### src/sv/rtt_pkg.sv
// ----------------------------------------------------------------------------
// rtt_pkg
// Shared types and constants of the repeating timer table.
// ----------------------------------------------------------------------------
package rtt_pkg;

	localparam int SLOTS      = 16;
	localparam int IDX_W      = (SLOTS > 1) ? $clog2(SLOTS) : 1;
	localparam int CNT_W      = $clog2(SLOTS + 1);
	localparam int ID_W       = 20;
	localparam int VAL_W      = 16;
	localparam int IN_DATA_W  = 56;
	localparam int OUT_DATA_W = 24;

	typedef enum logic [1:0] {
		KIND_TICK   = 2'd0,
		KIND_ADD    = 2'd1,
		KIND_DELETE = 2'd2,
		KIND_CLEAR  = 2'd3
	} kind_t;

	typedef enum logic [2:0] {
		STAT_FIRED    = 3'd0,
		STAT_ADDED    = 3'd1,
		STAT_REPLACED = 3'd2,
		STAT_FULL     = 3'd3,
		STAT_DELETED  = 3'd4,
		STAT_NOTFOUND = 3'd5,
		STAT_CLEARED  = 3'd6
	} status_t;

	typedef enum logic [1:0] {
		ST_IDLE,
		ST_WALK,
		ST_FINISH
	} state_t;

	typedef struct packed {
		logic [ID_W-1:0]  ident;
		logic [VAL_W-1:0] dly;
		logic [VAL_W-1:0] elapsed;
		logic [VAL_W-1:0] repeats;
	} entry_t;

	typedef struct packed {
		status_t         status;
		logic [ID_W-1:0] id;
		logic            last;
	} result_t;

endpackage

### src/sv/rtt_result_reg.sv
// ----------------------------------------------------------------------------
// rtt_result_reg
// Output holding register for result words on the master stream side.
// ----------------------------------------------------------------------------
module rtt_result_reg (
	input  logic                           clk,
	input  logic                           arst_n,
	input  logic                           push,
	input  rtt_pkg::result_t               res,
	output logic                           free,
	output logic                           m_axis_tvalid,
	input  logic                           m_axis_tready,
	output logic [rtt_pkg::OUT_DATA_W-1:0] m_axis_tdata,  // result_id, zero pad
	output logic [2:0]                     m_axis_tuser,  // status
	output logic                           m_axis_tlast   // last
);

	logic             vld_q;
	rtt_pkg::result_t res_q;

	assign free = !vld_q || m_axis_tready;

	always_ff @(posedge clk or negedge arst_n) begin
		if (!arst_n) begin
			vld_q <= 1'b0;
		end else if (free) begin
			vld_q <= push;
		end
	end

	always_ff @(posedge clk) begin
		if (free && push) begin
			res_q <= res;
		end
	end

	assign m_axis_tvalid = vld_q;
	assign m_axis_tdata  = {{(rtt_pkg::OUT_DATA_W - rtt_pkg::ID_W){1'b0}}, res_q.id};
	assign m_axis_tuser  = res_q.status;
	assign m_axis_tlast  = res_q.last;

endmodule

### src/sv/repeating_timer_table_core.sv
// ----------------------------------------------------------------------------
// repeating_timer_table_core
// Ordered table of repeating timers kept in one entry memory; each tick, add
// or delete walks the table with a read-modify-write pass that compacts removed entries.
// ----------------------------------------------------------------------------
// Channel   Dir  tdata (low bit up)                   tuser        tlast
// s_axis    in   timer_id, delay, repeat_count, pad   kind         -
// m_axis    out  result_id, pad                       status       last
//
// Tick, add and delete walk the table once, reading one entry per cycle
// through the single read port of the entry memory unless the walk stalls;
// clear skips the walk. One command is in work at a time. Reset clears
// control state only; entry contents are held in the memory. A held output
// word stalls the walk only when another fired word must go out, and holds
// the final word until the output register frees.
// ----------------------------------------------------------------------------
module repeating_timer_table_core (
	input  logic                           clk,
	input  logic                           arst_n,
	input  logic                           s_axis_tvalid,
	output logic                           s_axis_tready,
	input  logic [rtt_pkg::IN_DATA_W-1:0]  s_axis_tdata,  // timer_id, delay, repeat_count, pad
	input  logic [1:0]                     s_axis_tuser,  // kind
	output logic                           m_axis_tvalid,
	input  logic                           m_axis_tready,
	output logic [rtt_pkg::OUT_DATA_W-1:0] m_axis_tdata,  // result_id, pad
	output logic [2:0]                     m_axis_tuser,  // status
	output logic                           m_axis_tlast   // last
);

	localparam int ID_W  = rtt_pkg::ID_W;
	localparam int VAL_W = rtt_pkg::VAL_W;
	localparam int IDX_W = rtt_pkg::IDX_W;
	localparam int CNT_W = rtt_pkg::CNT_W;

	rtt_pkg::state_t state_q, state_d;

	// command word
	rtt_pkg::kind_t   kind_q;
	logic [ID_W-1:0]  id_q;
	logic [VAL_W-1:0] dly_q;
	logic [VAL_W-1:0] rep_q;

	// walk control
	logic [CNT_W-1:0] count_q, count_d;
	logic [CNT_W-1:0] rd_idx_q, rd_idx_d;
	logic [CNT_W-1:0] w_q, w_d;
	logic             found_q, found_d;
	logic             pend_vld_q, pend_vld_d;
	logic [ID_W-1:0]  pend_id_q;
	logic             pend_load;
	logic             eval_vld_s1;
	logic             stall;

	// entry memory
	rtt_pkg::entry_t mem [rtt_pkg::SLOTS];
	rtt_pkg::entry_t ent_s1;
	rtt_pkg::entry_t mem_wd;
	logic [IDX_W-1:0] mem_wa;
	logic             mem_we;
	logic             rd_en;

	// result path
	logic             push;
	rtt_pkg::result_t push_res;
	logic             out_free;

	logic             accept;
	logic             fire;
	logic             id_hit;
	logic [VAL_W-1:0] rep_dec;

	assign s_axis_tready = (state_q == rtt_pkg::ST_IDLE);
	assign accept        = s_axis_tvalid && s_axis_tready;

	assign rep_dec = ent_s1.repeats - VAL_W'(1);
	assign id_hit  = !found_q && (ent_s1.ident == id_q);
	assign fire    = eval_vld_s1 && (kind_q == rtt_pkg::KIND_TICK) &&
	                 (ent_s1.elapsed == ent_s1.dly);

	always_ff @(posedge clk or negedge arst_n) begin
		if (!arst_n) begin
			state_q     <= rtt_pkg::ST_IDLE;
			count_q     <= '0;
			rd_idx_q    <= '0;
			w_q         <= '0;
			found_q     <= 1'b0;
			pend_vld_q  <= 1'b0;
			eval_vld_s1 <= 1'b0;
		end else begin
			state_q    <= state_d;
			count_q    <= count_d;
			rd_idx_q   <= rd_idx_d;
			w_q        <= w_d;
			found_q    <= found_d;
			pend_vld_q <= pend_vld_d;
			if (!stall) begin
				eval_vld_s1 <= rd_en;
			end
		end
	end

	always_ff @(posedge clk) begin
		if (accept) begin
			kind_q <= rtt_pkg::kind_t'(s_axis_tuser);
			id_q   <= s_axis_tdata[ID_W-1:0];
			dly_q  <= s_axis_tdata[ID_W+VAL_W-1:ID_W];
			rep_q  <= s_axis_tdata[ID_W+2*VAL_W-1:ID_W+VAL_W];
		end
		if (pend_load) begin
			pend_id_q <= ent_s1.ident;
		end
	end

	always_ff @(posedge clk) begin
		if (mem_we) begin
			mem[mem_wa] <= mem_wd;
		end
		if (rd_en) begin
			ent_s1 <= mem[rd_idx_q[IDX_W-1:0]];
		end
	end

	always_comb begin
		state_d    = state_q;
		count_d    = count_q;
		rd_idx_d   = rd_idx_q;
		w_d        = w_q;
		found_d    = found_q;
		pend_vld_d = pend_vld_q;
		pend_load  = 1'b0;
		stall      = 1'b0;
		rd_en      = 1'b0;
		mem_we     = 1'b0;
		mem_wa     = w_q[IDX_W-1:0];
		mem_wd     = ent_s1;
		push       = 1'b0;
		push_res   = '{status: rtt_pkg::STAT_CLEARED, id: '0, last: 1'b1};

		case (state_q)
			rtt_pkg::ST_IDLE: begin
				if (accept) begin
					rd_idx_d   = '0;
					w_d        = '0;
					found_d    = 1'b0;
					pend_vld_d = 1'b0;
					if (rtt_pkg::kind_t'(s_axis_tuser) == rtt_pkg::KIND_CLEAR) begin
						state_d = rtt_pkg::ST_FINISH;
					end else begin
						state_d = rtt_pkg::ST_WALK;
					end
				end
			end

			rtt_pkg::ST_WALK: begin
				// a second fired word needs room for the one held back
				stall = fire && pend_vld_q && !out_free;
				if (!stall) begin
					if (eval_vld_s1) begin
						mem_we = 1'b1;
						case (kind_q)
							rtt_pkg::KIND_TICK: begin
								if (fire) begin
									mem_wd.elapsed = '0;
									mem_wd.repeats = rep_dec;
									mem_we         = (rep_dec != '0);
									// hold the newest fired id: only the end knows which is last
									pend_load      = 1'b1;
									pend_vld_d     = 1'b1;
									if (pend_vld_q) begin
										push     = 1'b1;
										push_res = '{status: rtt_pkg::STAT_FIRED,
										             id: pend_id_q, last: 1'b0};
									end
								end else begin
									mem_wd.elapsed = ent_s1.elapsed + VAL_W'(1);
								end
							end
							rtt_pkg::KIND_ADD: begin
								if (id_hit) begin
									mem_wd.dly     = dly_q;
									mem_wd.elapsed = '0;
									mem_wd.repeats = rep_q;
									found_d        = 1'b1;
								end
							end
							rtt_pkg::KIND_DELETE: begin
								if (id_hit) begin
									mem_we  = 1'b0;
									found_d = 1'b1;
								end
							end
							default: begin
								mem_we = 1'b0;
							end
						endcase
						if (mem_we) begin
							w_d = w_q + CNT_W'(1);
						end
					end
					if (rd_idx_q < count_q) begin
						rd_en    = 1'b1;
						rd_idx_d = rd_idx_q + CNT_W'(1);
					end else if (!eval_vld_s1) begin
						state_d = rtt_pkg::ST_FINISH;
					end
				end
			end

			rtt_pkg::ST_FINISH: begin
				case (kind_q)
					rtt_pkg::KIND_TICK: begin
						if (!pend_vld_q) begin
							count_d = w_q;
							state_d = rtt_pkg::ST_IDLE;
						end else if (out_free) begin
							push       = 1'b1;
							push_res   = '{status: rtt_pkg::STAT_FIRED,
							               id: pend_id_q, last: 1'b1};
							pend_vld_d = 1'b0;
							count_d    = w_q;
							state_d    = rtt_pkg::ST_IDLE;
						end
					end
					rtt_pkg::KIND_ADD: begin
						if (out_free) begin
							push    = 1'b1;
							state_d = rtt_pkg::ST_IDLE;
							count_d = w_q;
							if (found_q) begin
								push_res = '{status: rtt_pkg::STAT_REPLACED,
								             id: id_q, last: 1'b1};
							end else if (w_q < CNT_W'(rtt_pkg::SLOTS)) begin
								// append behind the last entry
								mem_we   = 1'b1;
								mem_wd   = '{ident: id_q, dly: dly_q,
								             elapsed: '0, repeats: rep_q};
								count_d  = w_q + CNT_W'(1);
								push_res = '{status: rtt_pkg::STAT_ADDED,
								             id: id_q, last: 1'b1};
							end else begin
								push_res = '{status: rtt_pkg::STAT_FULL,
								             id: '0, last: 1'b1};
							end
						end
					end
					rtt_pkg::KIND_DELETE: begin
						if (out_free) begin
							push    = 1'b1;
							count_d = w_q;
							state_d = rtt_pkg::ST_IDLE;
							if (found_q) begin
								push_res = '{status: rtt_pkg::STAT_DELETED,
								             id: id_q, last: 1'b1};
							end else begin
								push_res = '{status: rtt_pkg::STAT_NOTFOUND,
								             id: '0, last: 1'b1};
							end
						end
					end
					default: begin
						if (out_free) begin
							push    = 1'b1;
							count_d = '0;
							state_d = rtt_pkg::ST_IDLE;
						end
					end
				endcase
			end

			default: begin
				state_d = rtt_pkg::ST_IDLE;
			end
		endcase
	end

	rtt_result_reg u_result (
		.clk           (clk),
		.arst_n        (arst_n),
		.push          (push),
		.res           (push_res),
		.free          (out_free),
		.m_axis_tvalid (m_axis_tvalid),
		.m_axis_tready (m_axis_tready),
		.m_axis_tdata  (m_axis_tdata),
		.m_axis_tuser  (m_axis_tuser),
		.m_axis_tlast  (m_axis_tlast)
	);

endmodule

### config.mk
export PLATFORM = sky130hd
export DESIGN_NAME = repeating_timer_table_core
export DESIGN_NICKNAME = d
export VERILOG_FILES = /design/src/sv/rtt_pkg.sv /design/src/sv/rtt_result_reg.sv /design/src/sv/repeating_timer_table_core.sv
export SDC_FILE = /design/constraint.sdc
export NUM_CORES = 1
export LEC_CHECK = 0
export BUFFER_PORTS_ARGS = -buffer_cell sky130_fd_sc_hd__buf_4
export CAP_MARGIN = 10
export CORE_MARGIN = 1.5
export CORE_UTILIZATION = 30
export CTS_BUF_LIST = sky130_fd_sc_hd__clkbuf_8
export DETAILED_ROUTE_END_ITERATION = 7
export PLACE_DENSITY = 0.55
export SETUP_SLACK_MARGIN = 0.3
export SLEW_MARGIN = 20
export SYNTH_ARGS = -nofsm -noshare
export SYNTH_HDL_FRONTEND = slang
export SYNTH_SLANG_ARGS = --single-unit
### constraint.sdc
create_clock -name clk -period 8.65 [get_ports clk]
set_input_delay 0.865 -clock clk [delete_from_list [all_inputs] [get_ports clk]]
set_output_delay 0.865 -clock clk [all_outputs]
set_load 0.02 [all_outputs]
==> metrics.txt <==
layout cells sized above 1=0.290; grt ovf=0; Slowest-stage cell, CP=nor2_4; CTS tree=done; first-pass GRT wire length=roughly 180000 µm; Routed WL per cell=~25 µm; Min Hold Slack=between 0.1 and 0.15 ns; port bufs=between 80 and 90; crit path launch=ent_s1[0]; ANT nets after route=0; largest cells by area after synthesis=edfxtp_1 75%, mux4_2 15%, dfrtp_1 1.0%, a22o_1 0.87%, nand2_1 0.86%; Synth area leader=edfxtp_1; CP endpoint=mem[10][1]; Row Count=150; startpoint types=register; ys flop type=edfxtp_1; Max IR drop VDD=between 200 and 250 µV; Sink Count=around 1300; Final Max Slew Viols=0; routability congestion estimate=0.794; Post-Layout Cell Count=between 4000 and 5000; area of the multi-input gates=0.0119 mm²; H-tree depth=4; Starting Density=0.302; Via density=approximately 5; Yosys cell types=67; final setup vio count=0; most frequent cell after synthesis=edfxtp_1; DR vias=roughly 25000; r2r startpoint=ent_s1[0]; R2R Setup Slk=approximately 3.8 ns; fmax=about 200 MHz; CP Max Fanout=28; Post-synth EDFFs=approximately 1300; Die ar.=~0.17 mm²; net total in the final layout=2680; Max Buffers Root-to-Sink=3; die height=roughly 410 µm; asr flop ratio synth=0.0165; clock root cell=clkbuf_8; Placed Cells=roughly 4600; final wirelength=~120000 µm; clock slew seen by the registers of the worst setup and hold paths=about 0.070 ns; Post-Synthesis Cells=roughly 2400; Pre-antenna DRT Iters=6; delay of the slowest critical-path stage=0.91 ns; worst hold path type=primary input to register; DRT iter0 DRCs=~2300; setup_tns=0 ns; final worst-path cycle share=0.565; Synth Register Bits=about 1300; Setup Fix Bufs, Post-CTS=0; most frequent cells after synthesis=1254 x edfxtp_1, 340 x mux4_2, 116 x nand2_1; Tmin final=4.89 ns; end of the worst register-to-register path=mem[10][1]; RSZ-0062 raised after global routing=no; Hold Vio Cnt, Final=0; Total GRT Usage=0.144; crit path DAT=between 5 and 6 ns; Core Footprint=approximately 0.17 mm²; FF-to-FF path depth=10; synthesized area=roughly 0.050 mm²; yosys synthesis warning count=0; worst path setup slack after routing=about 3.8 ns; pwr dens=~280 mW/mm²; total chip power=around 16 mW; FF+latch area=approximately 0.038 mm²; initial antenna violation count=7; Slew HR=0.253; Crit. End Element=register; Worst Path Required=9.15 ns; sequential area share after synthesis=0.756; Max Clock Skew=roughly 0.05 ns; Ports=a little over 90; outcome=finished clean; MaxCap Viol Count=0; area grow syn2layout=14.1%; largest net degree at the start of global routing=around 140; pre-CTS setup slack=between 3 and 4 ns; share of the synthesized area in the top cell type=0.746; TritonCTS Buffers=193; P_leak=around 18 nW; die width=a little over 400 µm; # DRC=0; post_cts resized=0; synthesized area per cell=roughly 21 µm²; number of global-route vias before repair=between 20000 and 30000; slew of the pin with the lowest slew margin=around 1.1 ns; CP cell instances=inv_1, ha_1, and4b_1, o21ai_1, a211oi_1, and4_4, o31ai_1, nand3_1, nor2_4, buf_4; Layout fillers=~16000; critical path class=register to register; post-DP HPWL=between 60000 and 70000 µm; clk_lat worst skew=0.89 ns
==> kinds of logic (layout without fill, tap and decap cells) <==
family	count (synthesis)	after routing	synth area share
AOI/OAI and AO/OA	216	216	0.0303
xor gates and xnor gates	52	52	0.00902
adders and majority gates	21	21	0.00520
buffers and inverters	159	521	0.0129
DFF	1275	1275	0.756
muxes	367	367	0.157
other	1	5	0.0000743
and+or+nand+nor	297	297	0.0290
==> metal layers <==
metal / wire length [µm] / vias to the layer above / global-route usage / part of all wire
met2: 57100 / 791 / 0.224 / 0.46
met3: 7660 / 192 / 0.0309 / 0.062
li1: - / 10400 / - / -
met4: 2670 / 4 / 0.0435 / 0.022
met1: 55500 / 13300 / 0.203 / 0.45
met5: 26 / - / 0 / 0.00021
==> layout by cell type (no fill, tap or decap), drive strengths merged, types with 9 or more instances in the layout <==
| master | n |
|---|---|
| edfxtp | 1254 |
| mux4 | 340 |
| clkbuf | 201 |
| buf | 146 |
| nand2 | 118 |
| inv | 90 |
| clkinv | 75 |
| o21ai | 56 |
| a22o | 50 |
| nor2 | 49 |
| nand3 | 43 |
| xor2 | 31 |
| a21oi | 28 |
| xnor2 | 21 |
| ha | 21 |
| dfrtp | 21 |
| mux2 | 20 |
| nor3 | 20 |
| a21boi | 16 |
| a221o | 16 |
| nor4 | 11 |
| nor2b | 9 |
==> worst min path at each step <==
| stage | from | endpoint | slack [ns] | cells after the start |
|---|---|---|---|---|
| floorplan | count_q[1] | count_q[1] | 0.45 | 2 |
| global placement | ent_s1[48] | pend_id_q[0] | 0.47 | 0 |
| detailed placement | count_q[3] | count_q[3] | 0.47 | 2 |
| CTS | s_axis_tdata[19] | id_q[19] | 0.03 | 1 |
| global route | s_axis_tdata[19] | id_q[19] | 0.08 | 1 |
| finish | s_axis_tdata[19] | id_q[19] | 0.14 | 1 |
==> repair_timing <==
item / CTS / global route
setup endpoints to repair: 0 / 0
hold endpoints to repair: 21 / 0
hold buffers: 1 / 0
==> cell type report <==
| type | instances | area share |
|---|---|---|
| Sequential cell | 1275 | 0.663 |
| Antenna cell | 1 | 0.0000434 |
| Clock inverter | 150 | 0.0134 |
| Inverter | 23 | 0.00150 |
| Tap cell | 2204 | 0.0479 |
| Multi-Input combinational cell | 957 | 0.206 |
| Clock buffer | 201 | 0.0480 |
| Timing Repair Buffer | 147 | 0.0204 |
==> where the power goes <==
part           internal [mW]  switching [mW]  leakage, nW  total (mW)
Clock                   2.26            2.35         2.02        4.61
Sequential              7.80           0.223         11.6        8.02
Combinational           1.26            2.02         4.01        3.28
==> flip-flops by register name, summed over array words and instances, names as in the netlist, 16 cells and up <==
signal	flops
mem	1088
ent_s1	68
id_q	20
pend_id_q	20
u_result.m_axis_tdata	20
dly_q	16
rep_q	16
==> critical path, delay by kind of cell (launching register included) <==
kind	cells	cell delay, ns
AOI/OAI and AO/OA	3	0.79
adders and majority gates	1	0.48
buffers and inverters	2	0.78
and+or+nand+nor	4	1.77
DFF	1	0.62
==> metrics by stage <==
stage / area (µm²) / util
after floorplan: 50500 / -
after global placement: 54000 / 0.323
after detailed placement: 54000 / 0.323
after CTS: 57600 / 0.344
after global routing: 57600 / 0.345
final: 57600 / 0.345
Power figures use the tool's default switching activity.
